==> src/hw/rtl/tgsa_pkg.sv <==
// ----------------------------------------------------------------------------
// tgsa_pkg
// shared types, sizes and codes of the gather / scatter-add block
// ----------------------------------------------------------------------------
package tgsa_pkg;

	localparam int MAX_ROWS    = 64;
	localparam int MAX_COLS    = 64;
	localparam int INDEX_SLOTS = 64;
	localparam int DATA_W      = 32;
	localparam int STORE_DEPTH = MAX_ROWS * MAX_COLS;
	localparam int ADDR_W      = $clog2(STORE_DEPTH);
	localparam int SLOT_W      = $clog2(INDEX_SLOTS);
	localparam int PADDR_W     = 4;

	// action codes
	localparam logic [2:0] ACT_WRITE_VALUE = 3'd0;
	localparam logic [2:0] ACT_WRITE_INDEX = 3'd1;
	localparam logic [2:0] ACT_GATHER      = 3'd2;
	localparam logic [2:0] ACT_SCATTER     = 3'd3;
	localparam logic [2:0] ACT_READ_CLEAR  = 3'd4;

	// register indexes (word address)
	localparam logic [1:0] REG_ALONG_ROWS = 2'd0;
	localparam logic [1:0] REG_VALUE_ROWS = 2'd1;
	localparam logic [1:0] REG_VALUE_COLS = 2'd2;

	typedef struct packed {
		logic [2:0]               action;
		logic [5:0]               row;
		logic [5:0]               col;
		logic signed [DATA_W-1:0] data;
	} req_t;

	typedef struct packed {
		logic signed [DATA_W-1:0] result;
		logic                     in_bounds;
	} rsp_t;

	typedef struct packed {
		logic       along_rows;
		logic [6:0] value_rows;
		logic [6:0] value_cols;
	} cfg_t;

	typedef struct packed {
		logic load;
		logic idx_rd;
		logic locate;
		logic mem_rd;
		logic exe;
		logic clr;
	} cmd_t;

	typedef struct packed {
		logic [2:0] action;
		logic       clr_last;
		logic       rsp_free;
	} stat_t;

endpackage

==> src/hw/rtl/tgsa_regs.sv <==
// ----------------------------------------------------------------------------
// tgsa_regs
// configuration registers behind the apb-style port
// ----------------------------------------------------------------------------
module tgsa_regs (
	input  logic                          clk,
	input  logic                          arst_n,
	input  logic                          psel,
	input  logic                          penable,
	input  logic                          pwrite,
	input  logic [tgsa_pkg::PADDR_W-1:0]  paddr,
	input  logic [31:0]                   pwdata,
	output logic [31:0]                   prdata,
	output logic                          pready,
	output tgsa_pkg::cfg_t                cfg
);
	import tgsa_pkg::*;

	cfg_t cfg_q;
	logic wr_en;

	assign wr_en  = psel && penable && pwrite;
	assign pready = 1'b1;
	assign cfg    = cfg_q;

	always_ff @(posedge clk or negedge arst_n) begin
		if (!arst_n) begin
			cfg_q.along_rows <= 1'b0;
			cfg_q.value_rows <= 7'd1;
			cfg_q.value_cols <= 7'd64;
		end else if (wr_en) begin
			case (paddr[3:2])
				REG_ALONG_ROWS: cfg_q.along_rows <= pwdata[0];
				REG_VALUE_ROWS: cfg_q.value_rows <= pwdata[6:0];
				REG_VALUE_COLS: cfg_q.value_cols <= pwdata[6:0];
				default: ;
			endcase
		end
	end

	always_comb begin
		case (paddr[3:2])
			REG_ALONG_ROWS: prdata = {31'd0, cfg_q.along_rows};
			REG_VALUE_ROWS: prdata = {25'd0, cfg_q.value_rows};
			REG_VALUE_COLS: prdata = {25'd0, cfg_q.value_cols};
			default:        prdata = 32'd0;
		endcase
	end

endmodule

==> config.mk <==
export PLATFORM = sky130hd
export DESIGN_NAME = tgsa_regs
export DESIGN_NICKNAME = d
export VERILOG_FILES = /design/src/hw/rtl/tgsa_pkg.sv /design/src/hw/rtl/tgsa_regs.sv
export SDC_FILE = /design/constraint.sdc
export NUM_CORES = 1
export LEC_CHECK = 0
export ABC_AREA = 0
export CAP_MARGIN = 15
export CORE_MARGIN = 2
export CORE_UTILIZATION = 54
export DETAILED_ROUTE_END_ITERATION = 6
export DONT_BUFFER_PORTS = 1
export PLACE_DENSITY = 0.72
export SLEW_MARGIN = 20
export SYNTH_ARGS = -nofsm -noshare
export SYNTH_HDL_FRONTEND = slang
export SYNTH_SLANG_ARGS = --single-unit
==> constraint.sdc <==
create_clock -name clk -period 0.8 [get_ports clk]
set_input_delay 0.08 -clock clk [delete_from_list [all_inputs] [get_ports clk]]
set_output_delay 0.08 -clock clk [all_outputs]
set_load 0.01 [all_outputs]
==> qor.yml <==
worst_setup_path:
  slowest_delay_ps: 540
  critical_path_class: "reg -> out"
  r2r_cells: 2
  start_kind: "flop"
  endpoint_kind: "primary output"
  critPathMaxFanout: 2
  startpoint: "cfg[7]"
  r2r_start: "cfg[4]"
  r2r-end: "cfg[4]"
  cp.arrival_ps: 1090
  rrSetupSlack_ps: -130
  path_cells: "mux2i_1 > o21ai_2"
  endpoint: "prdata[0]"
  required_ps: 720
  crit_slowest_cell: "dfstp_2"
detailed_routing:
  wl_per_cell_microns: 15.90
  drt_iter0_drc: 5
  routed_via_density: 4.984
  vias: 628
  totalWireLength_mm: 2.004
  drc: 0
  antenna_left: 0
  firstDrtPassIters: 2
synthesis:
  synth_top_area_share: 0.3647
  yosysMostFrequentCell: "buf_4"
  ys_ff_latch: 15
  synth_area_leaders: "dfrtp_1, buf_4, mux2_2"
  yosys_warnings: 0
  async_flop_share: 1.000
  synth_area_leader_cell: "dfrtp_1"
  yosysSeqAreaShare: 0.4236
  synthFlopType: "dfrtp_1"
  postSynthAreaPerCell_sq_um: 12.06
  synth_cell_types: 15
  syn_area_sq_um: 892.1
  synth_edf_count: 0
  syn_inst: 74
  ys_top_cells_by_count: "buf_4, mux2_2, dfrtp_1"
finish:
  layout.nets: 152
  final_cells: 126
  utilization: 0.7931
  largest_reg_flops: 15
  final_layout_size_suffix_gt1_frac: 0.4727
  syn_to_final_growth_pct: 35.48
  antenna_cells: 0
timing:
  fmax_ghz: 0.8576
  setup_slack_ps: -366.1
  final_hold_viol_count: 13
  drv_slew: 0
  setup_viol: 29
  whs_ps: -119.1
  timing.final.crit_share: 1.458
  period_minus_slack_ps: 1166
  tightest_slew_ps: 659.4
  skew_ps: 0
  rsz0062_at_grt: "yes"
  slew-limit-headroom: 0.5604
die:
  io-pin-count: 89
  core_sq_um: 1524
  start_util: 0.5854
  die-area_sq_um: 1993
  die_h_microns: 44.65
  rows: 14
  die_w_microns: 44.65
clock_tree:
  cts_buffers: 3
  clockRootBuffer: "clkbuf_4"
  holdBufCountCts: 8
  clk_pin_slew_worst_paths_ps: 90
  tritoncts: "done"
  h-tree-depth: 1
  clockBufferDepth: 2
  clk_latency_ps: 280
  cts.sinks: 15
outcome:
  outcome: "finished, violations left"
  violations: "negative hold slack, negative setup slack"
placed_design:
  dp_slack_ps: -222.8
  placed_cells: 107
  hpwl_mm: 1.288
  numPortBuffers: 0
  place.gp.congestion: 0.6735
global_route:
  overflow: 0
  grt_first_pass_wirelength_mm: 2.773
  grt_antenna_before_repair: 0
  grt_max_degree: 16
  grt_usage: 0.2051
  grt_pass1_vias: 587
pwr:
  vdd_drop_max_uv: 1406
  power_density_nw_per_um2: 2198
  leakagePower_nw: 0.6040
run:
  maxCapViolCount: 0
worst_hold_path:
  hp-class: "in -> async"
per-layer routing:
| metal | up-vias | global-route usage | part of all wire |
|---|---|---|---|
| li1 | 271 | - | - |
| met1 | 307 | 0.2500 | 0.38 |
| met2 | 42 | 0.3130 | 0.50 |
| met3 | 8 | 0.04490 | 0.081 |
| met4 | 0 | 0.1576 | 0.036 |
| met5 | - | 0 | 0 |
worst min-delay path by stage:
| stage | depth (start not counted) | to | slack [ps] |
|---|---|---|---|
| after CTS | 2 | cfg[14] | 50 |
| after global placement | 0 | cfg[1] | -220 |
| after detailed placement | 0 | cfg[1] | -220 |
| after global routing | 1 | cfg[14] | -40 |
| after floorplan | 0 | cfg[0] | -220 |
| final | 1 | cfg[1] | -120 |
layout make-up:
type / instances / area [sq um]
timing repair buffer: 35 / 352.8
sequential: 15 / 377.9
clock buffer: 4 / 26.28
multi-input combinational: 56 / 431.7
fill: 79 / 315.3
tap: 16 / 20.02
cells by family (layout without fill, tap and decap cells):
family                 Yosys count  in the layout  share of synthesized area
flip-flops                      15             15                     0.4236
multiplexers                    16             16                     0.2006
buffers and inverters           27             39                     0.2230
AND/OR/NAND/NOR                  7              7                    0.07995
AO/OA/AOI/OAI                    7              7                    0.06451
other                            2             26                   0.008418
timing repair:
action | in CTS | in global routing
resized for setup | 15 | 7
endpoints found under the hold margin | 30 | 13
pin swaps | 1 | 1
endpoints found under the setup margin | 23 | 43
setup buffers | 3 | 4
worst max-delay path: cells and delay by family (launching register included):
kind,cells,cell delay [ps]
compound gates,1,190
flops,1,540
mux,1,80
cell usage in the layout (no fill, tap or decap), types with 2 or more instances in the layout:
| cell type | instances |
|---|---|
| mux2_2 | 11 |
| conb_1 | 26 |
| buf_6 | 18 |
| dfrtp_1 | 13 |
| dfstp_2 | 2 |
| buf_4 | 9 |
| mux2_4 | 4 |
| clkbuf_4 | 3 |
| a22o_1 | 6 |
| dlygate4sd3_1 | 7 |
| nor3b_4 | 2 |
stage by stage:
step,hold WS (ps),cell area [sq um],total power [mW],setup TNS (ps)
after floorplan,-215.6,997.2,1.600,-2497
after global placement,-215.3,968.4,1.823,-2926
after detailed placement,-215.4,968.4,1.859,-3194
after CTS,53.16,1154,2.521,-4238
after global routing,-37.81,1209,2.788,-5674
final,-119.1,1209,2.657,-4832
power breakdown:
| group | total, mW | internal, mW | switching (mW) | leakage [nW] |
|---|---|---|---|---|
| Clock | 0.429 | 0.194 | 0.235 | 0.0150 |
| Sequential | 1.13 | 0.952 | 0.176 | 0.180 |
| Combinational | 1.10 | 0.678 | 0.422 | 0.409 |
Power figures use the tool's default switching activity.
