$ cat src/hw/rtl/tgsa_pkg.sv
// ----------------------------------------------------------------------------
// tgsa_pkg
// shared types, sizes and codes of the gather / scatter-add block
// ----------------------------------------------------------------------------
package tgsa_pkg;

	localparam int MAX_ROWS    = 64;
	localparam int MAX_COLS    = 64;
	localparam int INDEX_SLOTS = 64;
	localparam int DATA_W      = 32;
	localparam int STORE_DEPTH = MAX_ROWS * MAX_COLS;
	localparam int ADDR_W      = $clog2(STORE_DEPTH);
	localparam int SLOT_W      = $clog2(INDEX_SLOTS);
	localparam int PADDR_W     = 4;

	// action codes
	localparam logic [2:0] ACT_WRITE_VALUE = 3'd0;
	localparam logic [2:0] ACT_WRITE_INDEX = 3'd1;
	localparam logic [2:0] ACT_GATHER      = 3'd2;
	localparam logic [2:0] ACT_SCATTER     = 3'd3;
	localparam logic [2:0] ACT_READ_CLEAR  = 3'd4;

	// register indexes (word address)
	localparam logic [1:0] REG_ALONG_ROWS = 2'd0;
	localparam logic [1:0] REG_VALUE_ROWS = 2'd1;
	localparam logic [1:0] REG_VALUE_COLS = 2'd2;

	typedef struct packed {
		logic [2:0]               action;
		logic [5:0]               row;
		logic [5:0]               col;
		logic signed [DATA_W-1:0] data;
	} req_t;

	typedef struct packed {
		logic signed [DATA_W-1:0] result;
		logic                     in_bounds;
	} rsp_t;

	typedef struct packed {
		logic       along_rows;
		logic [6:0] value_rows;
		logic [6:0] value_cols;
	} cfg_t;

	typedef struct packed {
		logic load;
		logic idx_rd;
		logic locate;
		logic mem_rd;
		logic exe;
		logic clr;
	} cmd_t;

	typedef struct packed {
		logic [2:0] action;
		logic       clr_last;
		logic       rsp_free;
	} stat_t;

endpackage

$ cat src/hw/rtl/tgsa_ctrl.sv
// ----------------------------------------------------------------------------
// tgsa_ctrl
// sequencer: clearing pass, then one transaction at a time through the datapath
// ----------------------------------------------------------------------------
module tgsa_ctrl (
	input  logic            clk,
	input  logic            arst_n,
	input  logic            req_valid,
	output logic            req_ready,
	input  tgsa_pkg::stat_t stat,
	output tgsa_pkg::cmd_t  cmd
);
	import tgsa_pkg::*;

	typedef enum logic [2:0] {
		S_CLEAR,
		S_IDLE,
		S_IDX,
		S_LOC,
		S_RD,
		S_EXE
	} state_t;

	state_t state_q;
	logic   has_result;
	logic   exe_go;

	assign has_result = (stat.action == ACT_GATHER) || (stat.action == ACT_READ_CLEAR);
	// a result-producing action waits here until the output slot is free
	assign exe_go     = (state_q == S_EXE) && (!has_result || stat.rsp_free);

	assign req_ready  = (state_q == S_IDLE);
	assign cmd.load   = req_valid && (state_q == S_IDLE);
	assign cmd.idx_rd = (state_q == S_IDX);
	assign cmd.locate = (state_q == S_LOC);
	assign cmd.mem_rd = (state_q == S_RD);
	assign cmd.exe    = exe_go;
	assign cmd.clr    = (state_q == S_CLEAR);

	always_ff @(posedge clk or negedge arst_n) begin
		if (!arst_n) begin
			state_q <= S_CLEAR;
		end else begin
			case (state_q)
				S_CLEAR: if (stat.clr_last) state_q <= S_IDLE;
				S_IDLE:  if (req_valid) state_q <= S_IDX;
				S_IDX:   state_q <= S_LOC;
				S_LOC:   state_q <= S_RD;
				S_RD:    state_q <= S_EXE;
				S_EXE:   if (exe_go) state_q <= S_IDLE;
				default: state_q <= S_IDLE;
			endcase
		end
	end

endmodule

$ cat config.mk
export PLATFORM = sky130hd
export DESIGN_NAME = tgsa_ctrl
export DESIGN_NICKNAME = d
export VERILOG_FILES = /design/src/hw/rtl/tgsa_pkg.sv /design/src/hw/rtl/tgsa_ctrl.sv
export SDC_FILE = /design/constraint.sdc
export NUM_CORES = 1
export LEC_CHECK = 0
export ABC_AREA = 1
export BUFFER_PORTS_ARGS = -buffer_cell sky130_fd_sc_hd__buf_4
export CORE_AREA = 2 2 39 41
export DETAILED_ROUTE_END_ITERATION = 12
export DIE_AREA = 0 0 41 43
export MAX_ROUTING_LAYER = met4
export REMOVE_ABC_BUFFERS = 1
export SYNTH_ARGS = -nofsm -noshare
export SYNTH_HDL_FRONTEND = slang
export SYNTH_SLANG_ARGS = --single-unit
$ cat constraint.sdc
create_clock -name clk -period 1.5 [get_ports clk]
set_input_delay 0 -clock clk [delete_from_list [all_inputs] [get_ports clk]]
set_output_delay 0 -clock clk [all_outputs]
set_load 0.005 [all_outputs]
==> results of run 1 <==
## layer usage
metal	track usage [%]	vias to the layer above	wire length [um]
li1	-	163	-
met2	14.1	8	300
met1	7.44	130	253
met3	3.14	0	47
met4	8.00	0	0
met5	-	-	0
## worst min path at each step
stage | start | endpoint | slack [ns] | cells past startpoint
after floorplan | arst_n | state_q[0] | -0.30 | 0
after global placement | arst_n | state_q[1] | -0.21 | 1
after detailed placement | arst_n | state_q[1] | -0.21 | 1
after CTS | arst_n | state_q[1] | 0.08 | 2
after global routing | arst_n | state_q[1] | 0.10 | 2
final | arst_n | state_q[1] | 0.09 | 2
## logic make-up (layout without fill, tap and decap cells)
logic type	after synthesis	in the layout	synth area share, %
and+or+nand+nor	28	28	49.0
DFF	3	3	29.1
buffers and inverters	14	32	21.8
## placed cells by master, fill, tap and decap left out
cell type / count
nor2_1: 9
inv_1: 12
nor2_2: 2
nand2_1: 11
nand3_2: 1
nand3_1: 3
inv_2: 1
clkbuf_4: 3
nand3b_1: 1
dfrtp_1: 3
nand2_2: 1
dlygate4sd3_1: 1
clkbuf_1: 1
buf_4: 14
## where the power goes
group	internal (W)	switching, W	leakage (nW)
logic	0.000177	0.000203	0.210
clock network	0.0000997	0.0000423	0.0150
registers	0.000117	0.0000388	0.0376
## Yosys cell counts, drive strengths merged
cell type  count
nand3          4
nor2          11
inv           13
nand2         12
buf            1
nand3b         1
dfrtp          3
## area by class of cell
type	count	area (sq um)
inverter	13	48.8
multi-input combinational	28	126
tap	16	20.0
clock buffer	4	26.3
fill	161	972
sequential	3	75.1
timing repair buffer	15	115
## per-stage QoR
step / total power [W] / cells / utilization, % / setup slack [ns]
floorplan: 0.000375 / 44 / - / 0.589
finish: 0.000678 / 79 / 29.7 / 0.359
detailed placement: 0.000540 / 74 / 27.1 / 0.500
global route: 0.000762 / 79 / 29.7 / 0.249
global placement: 0.000529 / 74 / 27.1 / 0.527
CTS: 0.000691 / 79 / 29.7 / 0.353
## timing repair
| item | in CTS | in global routing |
|---|---|---|
| buffers inserted | 0 | 0 |
| endpoints found under the hold margin | 3 | 0 |
| hold buffers | 1 | 0 |
==> results.toml, run 1 <==
[run_status]
status = "complete, no violations"

[place]
portBuffers = 14
hpwlAfterDp_um = 512
gp_congestion = 0.664
dpl_cell_area_sq_um = 375

[floorplan]
die_h_um = 43
core_sq_um = 1380
die-area_sq_um = 1760
die_w_um = 41
ios = 15
core.rowCount = 14
initial_core_util_pct = 18.6

[setup_path]
crit_end = "cmd[3]"
path_cells = "inv_1, nor2_2, inv_1, nor2_1, buf_4"
path_max_fanout = 4
crit_path_start_kind = "flip-flop"
r2r_end = "state_q[0]"
crit_buf_inv = 3
cp.depth = 5
path_common_cell = "inv_1"
r2r_start = "state_q[0]"
r2r_cells = 7
cp-startpoint = "state_q[0]"
arrival_ns = 1.14
r2r_slack_ns = 0.49
end_kind = "primary output"
crit_path_top_delay_cell = "dfrtp_1"
required_ns = 1.50
cpPeakStageDelay_ns = 0.38
crit_type = "reg -> out"
path_delay_family = "flip-flops"

[clocking]
cts_tree = "done"
htreeDepth = 1
root_buffer = "clkbuf_4"
max-clock-path-buffers = 2
clock_sinks = 3
numCtsBuffers = 3
cts_resized = 0
path_clk_slew_ns = 0.04
insertion_delay_ns = 0.23

[yosys]
synth_seq_cells = 3
mappedNetlistArea_sq_um = 258
avgSynthCellArea_sq_um = 5.73
yosysTopAreaCell = "dfrtp_1"
ys_warn_count = 0
ys_types = 11
synthTopCellsByArea = "dfrtp_1 (29%), inv_1 (17%), nand2_1 (16%)"
netlist.area_leader.share_pct = 29.1
syn_inst = 45
ys_seq_area_share_pct = 29.1

[detailed_routing]
drt-pass1-iter-count = 3
drc = 0
routed_wl_um = 601
vias_per_cell = 3.81
num_vias = 301
wl_per_cell_um = 7.61
drt_iter0_markers = 4
ant_nets = 0

[pwr]
power.density_nw_per_um2 = 1650
vdd_drop_max_mv = 0.351
p_leak_nw = 0.263

[flow_run]
maxCapViolations = 0

[timing]
worst_slew_pin_slew_ns = 0.158
hold_viol_final = 0
tns_ns = 0
drv_slew = 0
finalCriticalPeriod_ns = 1.14
hold_ws_ns = 0.0895
relSlewSlack_pct = 89.4
max_freq_mhz = 876
setup_viol = 0
post-route-period-util_pct = 76.1
final.setup_skew_ns = 0.000922
grt_setup_unrepaired = "false"

[global_route]
antenna_found_initial = 0
grt_max_degree = 5
track_usage_pct = 8.87
grt_pass1_wl_um = 986
grt_overflow = 0
grt_pass1_vias = 281

[layout]
drive_gt1_share_pct = 34.9
design_area_sq_um = 412
top_register = "state_q"
antenna_cells = 0
nNetsFinal = 72
largest_register_ffs = 3
syn2layout_area_growth_pct = 59.7
top_regs = "state_q (3)"

[hold_path]
min_path_type = "in -> async"
(Power assumes the default switching activity.)
==> run 2, diff against run 1 <==
- clock period: 1.5 -> 0.9 ns (I/O delays scaled with it)
==> run 2 against run 1 <==
  * The run now ends with negative setup slack left
  * Worst setup slack worse by 0.56 ns
  * Critical path depth is 1 higher
  * Clock-buffer cell count unchanged
  * Sequential share of layout area down 2.8 points
  * Register-to-register slack got worse by 0.65 ns
  * Die area did not move
  * Final area up 18%
  * Non-clock buffer count increased by 4
==> results.toml, run 2 (synthesis results as in run 1) <==
[run_status]
status = "finished, violations left"
violations = "negative setup slack"

[detailed_routing]
wl_per_cell_um = 7.05
drt-pass1-iter-count = 4
drt_iter0_markers = 3
vias_per_cell = 3.66
routed_wl_um = 585
drc = 0
num_vias = 304
ant_nets = 0

[layout]
largest_register_ffs = 3
fin_cells = 83
top_register = "state_q"
nFillCells = 155
drive_gt1_share_pct = 58.2
top_regs = "state_q (3)"
syn2layout_area_growth_pct = 88.8
mostFrequentLayoutCell = "buf_4"
layout_common_cells = "buf_4 (16), inv_1 (8), nand2_1 (7)"
design_area_sq_um = 487
nNetsFinal = 76
antenna_cells = 0
utilization_pct = 35.2

[setup_path]
crit_type = "reg -> out"
required_ns = 0.90
cpPeakStageDelay_ns = 0.42
crit_buf_inv = 3
crit_path_start_kind = "flip-flop"
path_delay_family = "flip-flops"
path_cells = "nand2_1, nor2_2, buf_4, nand2_2, inv_2, buf_6"
path_max_fanout = 4
end_kind = "primary output"
arrival_ns = 1.10
crit_path_top_delay_cell = "dfrtp_1"

[pwr]
fin_total_pwr_w = 0.00138
power.density_nw_per_um2 = 2840
vdd_drop_max_mv = 0.929
p_leak_nw = 0.283

[place]
portBuffers = 14
post-place-ws_ns = -0.111
hpwlAfterDp_um = 471
dp.cells = 76
dpl_cell_area_sq_um = 390
gp_congestion = 0.674

[global_route]
antenna_found_initial = 0
grt_pass1_vias = 318
grt_pass1_wl_mm = 1.10
track_usage_pct = 9.59
grt_overflow = 0
grt_max_degree = 5

[floorplan]
die_h_um = 43
ios = 15
core.rowCount = 14
core_sq_um = 1380
die-area_sq_um = 1760
die_w_um = 41
initial_core_util_pct = 18.6

[timing]
final.setup_skew_ns = 0.000901
relSlewSlack_pct = 84.7
worst_slack_ns = -0.204
setup_viol = 10
worst_slew_pin_slew_ns = 0.229
finalCriticalPeriod_ns = 1.10
max_freq_mhz = 905
grt_setup_unrepaired = "true"
drv_slew = 0
post-route-period-util_pct = 123
hold_viol_final = 0

[clocking]
path_clk_slew_ns = 0.04
numCtsBuffers = 3
max-clock-path-buffers = 2
htreeDepth = 1
insertion_delay_ns = 0.23
root_buffer = "clkbuf_4"
cts_tree = "done"
clock_sinks = 3

[hold_path]
min_path_type = "in -> async"

[flow_run]
maxCapViolations = 0
==> run 2: changes by cell type in the layout (fill, tap and decap cells not counted), sizes merged <==
cell and delta:
buf +4
==> run 2: area by class of cell <==
type                    instances  area, sq um  area share, %
clock buffers                   4         26.3           5.40
inverters                      13         48.8           10.0
multi-input cells              28          164           33.7
flip-flops and latches          3         75.1           15.4
well taps                      16         20.0           4.11
repair buffers                 19          153           31.4
==> run 2: worst paths after layout <==
kind | from | to | slack (ns) | depth (start not counted)
setup / recovery | state_q[2] | cmd[1] | -0.20 | 6
hold / removal | arst_n | state_q[0] | 0.09 | 2
setup reg to reg | state_q[2] | state_q[0] | -0.16 | 6
hold reg to reg | state_q[0] | state_q[0] | 0.55 | 2
max in group asynchronous | arst_n | state_q[1] | 0.71 | 2
min in group clk | stat[3] | state_q[2] | 0.14 | 4
==> run 2: stage by stage <==
stage / TNS [ns] / hold WS, ns
2_1_floorplan: -0.0109 / -0.296
3_3_place_gp: -0.205 / -0.209
3_5_place_dp: -0.238 / -0.208
4_1_cts: -1.75 / 0.0832
5_1_grt: -2.45 / 0.107
6_report: -1.60 / 0.0931
==> run 2: routing by layer <==
layer / up-vias / global-route usage, % / wire length, um / part of all wire (%)
li1: 169 / - / - / -
met1: 127 / 11.7 / 241 / 41
met2: 8 / 13.1 / 297 / 51
met3: 0 / 1.57 / 46 / 7.9
met4: 0 / 8.00 / 0 / 0
met5: - / - / 0 / 0
==> run 2: report_power, final <==
group	switching, W	leakage, nW	internal, W	total (W)
Clock	0.0000642	0.0150	0.000166	0.000230
Combinational	0.000438	0.230	0.000445	0.000883
Sequential	0.0000733	0.0376	0.000195	0.000269
==> run 2: what timing repair did <==
| action | in CTS | in global routing |
|---|---|---|
| buffers inserted | 1 | 1 |
| pin swaps | 5 | 8 |
| hold buffers | 1 | 0 |
| setup endpoints to repair | 10 | 10 |
| hold endpoints to repair | 3 | 0 |
| gates resized for setup | 5 | 12 |
==> run 3, diff against run 2 <==
- ABC_AREA: 1 -> unset
==> run 3 against run 2 <==
  * The run still ends with negative setup slack left
  * Global-route usage down 1.2 points
  * Wire length up 1.4%
  * Die area unchanged
  * Register-to-register slack worse by 0.12 ns
  * Worst setup slack worse by 0.077 ns
  * Highest routed layer unchanged
==> results.toml, run 3 <==
[global_route]
grt_overflow = 0
grt_pass1_vias = 253
antenna_found_initial = 0
grt_max_degree = 6
track_usage_pct = 8.36
grt_pass1_wl_um = 903

[layout]
nNetsFinal = 58
syn2layout_area_growth_pct = 127
top_regs = "state_q (3)"
largest_register_ffs = 3
nFillCells = 161
layout_common_cells = "buf_4 (15), buf_6 (9), clkbuf_4 (3)"
fin_cells = 65
antenna_cells = 0
drive_gt1_share_pct = 67.3
top_register = "state_q"
mostFrequentLayoutCell = "buf_4"

[setup_path]
r2r_start = "state_q[0]"
r2r_end = "state_q[0]"
path_common_cell = "buf_6"
crit_type = "reg -> out"
required_ns = 0.90
crit_buf_inv = 2
r2r_slack_ns = -0.28
arrival_ns = 1.18
crit_path_start_kind = "flip-flop"
cp-startpoint = "state_q[1]"
r2r_cells = 3
path_cells = "buf_6, nor3b_4, and2_4, buf_6"
end_kind = "primary output"
cpPeakStageDelay_ns = 0.39
path_max_fanout = 4
crit_path_top_delay_cell = "dfrtp_1"
path_delay_family = "flip-flops"

[clocking]
cts_tree = "done"
max-clock-path-buffers = 2
insertion_delay_ns = 0.23
root_buffer = "clkbuf_4"
htreeDepth = 1
path_clk_slew_ns = 0.04
clock_sinks = 3
numCtsBuffers = 3

[yosys]
async_flop_share_pct = 100
ys_warn_count = 0
netlist.area_leader.share_pct = 35.1
synthTopCellsByArea = "dfrtp_1 (35%), nand2b_1 (5.8%), nor3b_2 (5.8%)"
syn_inst = 22
mappedNetlistArea_sq_um = 214
synthTopCellsByCount = "dfrtp_1 (3), nand2b_1 (2)"
ys_seq_area_share_pct = 35.1
synth_seq_cells = 3
synth_edf_count = 0
yosysTopAreaCell = "dfrtp_1"
avgSynthCellArea_sq_um = 9.73
ys_types = 19
synth_flop_cell = "dfrtp_1"
synth.most_common_cell = "dfrtp_1"

[run_status]
status = "finished, violations left"
violations = "negative setup slack"

[detailed_routing]
drt-pass1-iter-count = 2
vias_per_cell = 3.97
wl_per_cell_um = 9.12
drc = 0
drt_iter0_markers = 2
ant_nets = 0
routed_wl_um = 593
num_vias = 258

[pwr]
power.density_nw_per_um2 = 3550
p_leak_nw = 0.231
vdd_drop_max_mv = 1.31

[place]
post-place-ws_ns = -0.151
hpwlAfterDp_um = 402
gp_congestion = 0.621
dp.cells = 56
portBuffers = 14

[hold_path]
min_path_type = "in -> reg"
hold_end = "state_q[1]"
hold_depth = 3
hp-start = "req_valid"

[timing]
worst_slew_pin_slew_ns = 0.153
drv_slew = 0
worst_slack_ns = -0.282
relSlewSlack_pct = 89.7
final.setup_skew_ns = 0.0000272
setup_viol = 10
finalCriticalPeriod_ns = 1.18
max_freq_mhz = 846
grt_setup_unrepaired = "true"
hold_viol_final = 0
post-route-period-util_pct = 131

[floorplan]
die_w_um = 41
die-area_sq_um = 1760
initial_core_util_pct = 15.5
die_h_um = 43
core.rowCount = 14
core_sq_um = 1380
ios = 15

[flow_run]
maxCapViolations = 0
==> run 3: cell types whose count changed in the layout (fill, tap and decap cells not counted), moves of 2 or more <==
cell	change
inv_2	-5
inv_1	-8
nand2_2	-5
nor2_1	-4
buf_6	+7
nand2_1	-7
nand3_1	-2
nor2_2	-5
nand2b_1	+2
==> run 3: repair_timing <==
action / 4_1_cts / 5_1_grt
pin swaps: 3 / 4
endpoints found under the hold margin: 3 / 0
hold buffers: 1 / 0
gates resized for setup: 11 / 3
setup buffers: 3 / 1
endpoints found under the setup margin: 10 / 10
==> run 3: area by class of cell <==
| type | count | area, sq um | area share [%] |
|---|---|---|---|
| Timing Repair Buffer | 25 | 224 | 46.1 |
| Sequential cell | 3 | 76.3 | 15.7 |
| Multi-Input combinational cell | 17 | 139 | 28.6 |
| Tap cell | 16 | 20.0 | 4.12 |
| Clock buffer | 4 | 26.3 | 5.41 |
==> run 3: kinds of logic (layout without fill, tap and decap cells) <==
family,Yosys count,count (layout),share of synthesized area [%]
AND/OR/NAND/NOR,11,11,36.3
buffers and inverters,2,29,8.77
flip-flops,3,3,35.1
XOR/XNOR,1,1,4.09
AO/OA/AOI/OAI,5,5,15.8
==> run 3: worst max-delay path by stage <==
stage,end,slack (ns),cells past startpoint
after global routing,cmd[5],-0.34,4
after floorplan,state_q[0],-0.16,2
after detailed placement,state_q[0],-0.15,2
final,cmd[5],-0.28,4
after global placement,state_q[0],-0.12,2
after CTS,state_q[0],-0.28,3
==> run 3: metrics by stage <==
| step | area [sq um] | setup TNS, ns | power, W | hold WS [ns] | util, % |
|---|---|---|---|---|---|
| 2_1_floorplan | 195 | -0.178 | 0.000599 | -0.296 | - |
| 3_3_place_gp | 365 | -0.274 | 0.00109 | -0.207 | 26.4 |
| 3_5_place_dp | 365 | -0.357 | 0.00110 | -0.209 | 26.4 |
| 4_1_cts | 468 | -2.08 | 0.00166 | 0.0528 | 33.8 |
| 5_1_grt | 485 | -2.68 | 0.00187 | 0.0636 | 35.1 |
| 6_report | 485 | -2.09 | 0.00172 | 0.0643 | 35.1 |
==> run 3: routing by layer <==
metal / vias up / GRT usage (%) / wire length [um]
met5: - / - / 0
met2: 9 / 13.1 / 339
li1: 130 / - / -
met3: 0 / 3.14 / 41
met4: 0 / 8.00 / 0
met1: 119 / 6.82 / 212
==> run 3: power by group <==
group	internal (W)	total [W]	switching, W	leakage, nW
Combinational	0.000818	0.00119	0.000374	0.180
Sequential	0.000210	0.000298	0.0000879	0.0357
Clock	0.000166	0.000235	0.0000686	0.0150
==> run 3: worst reg2reg max path: stages, from the launching register on <==
cell     delay (ns)
dfrtp_1        0.40
buf_4          0.15
or3_1          0.35
a21o_1         0.17
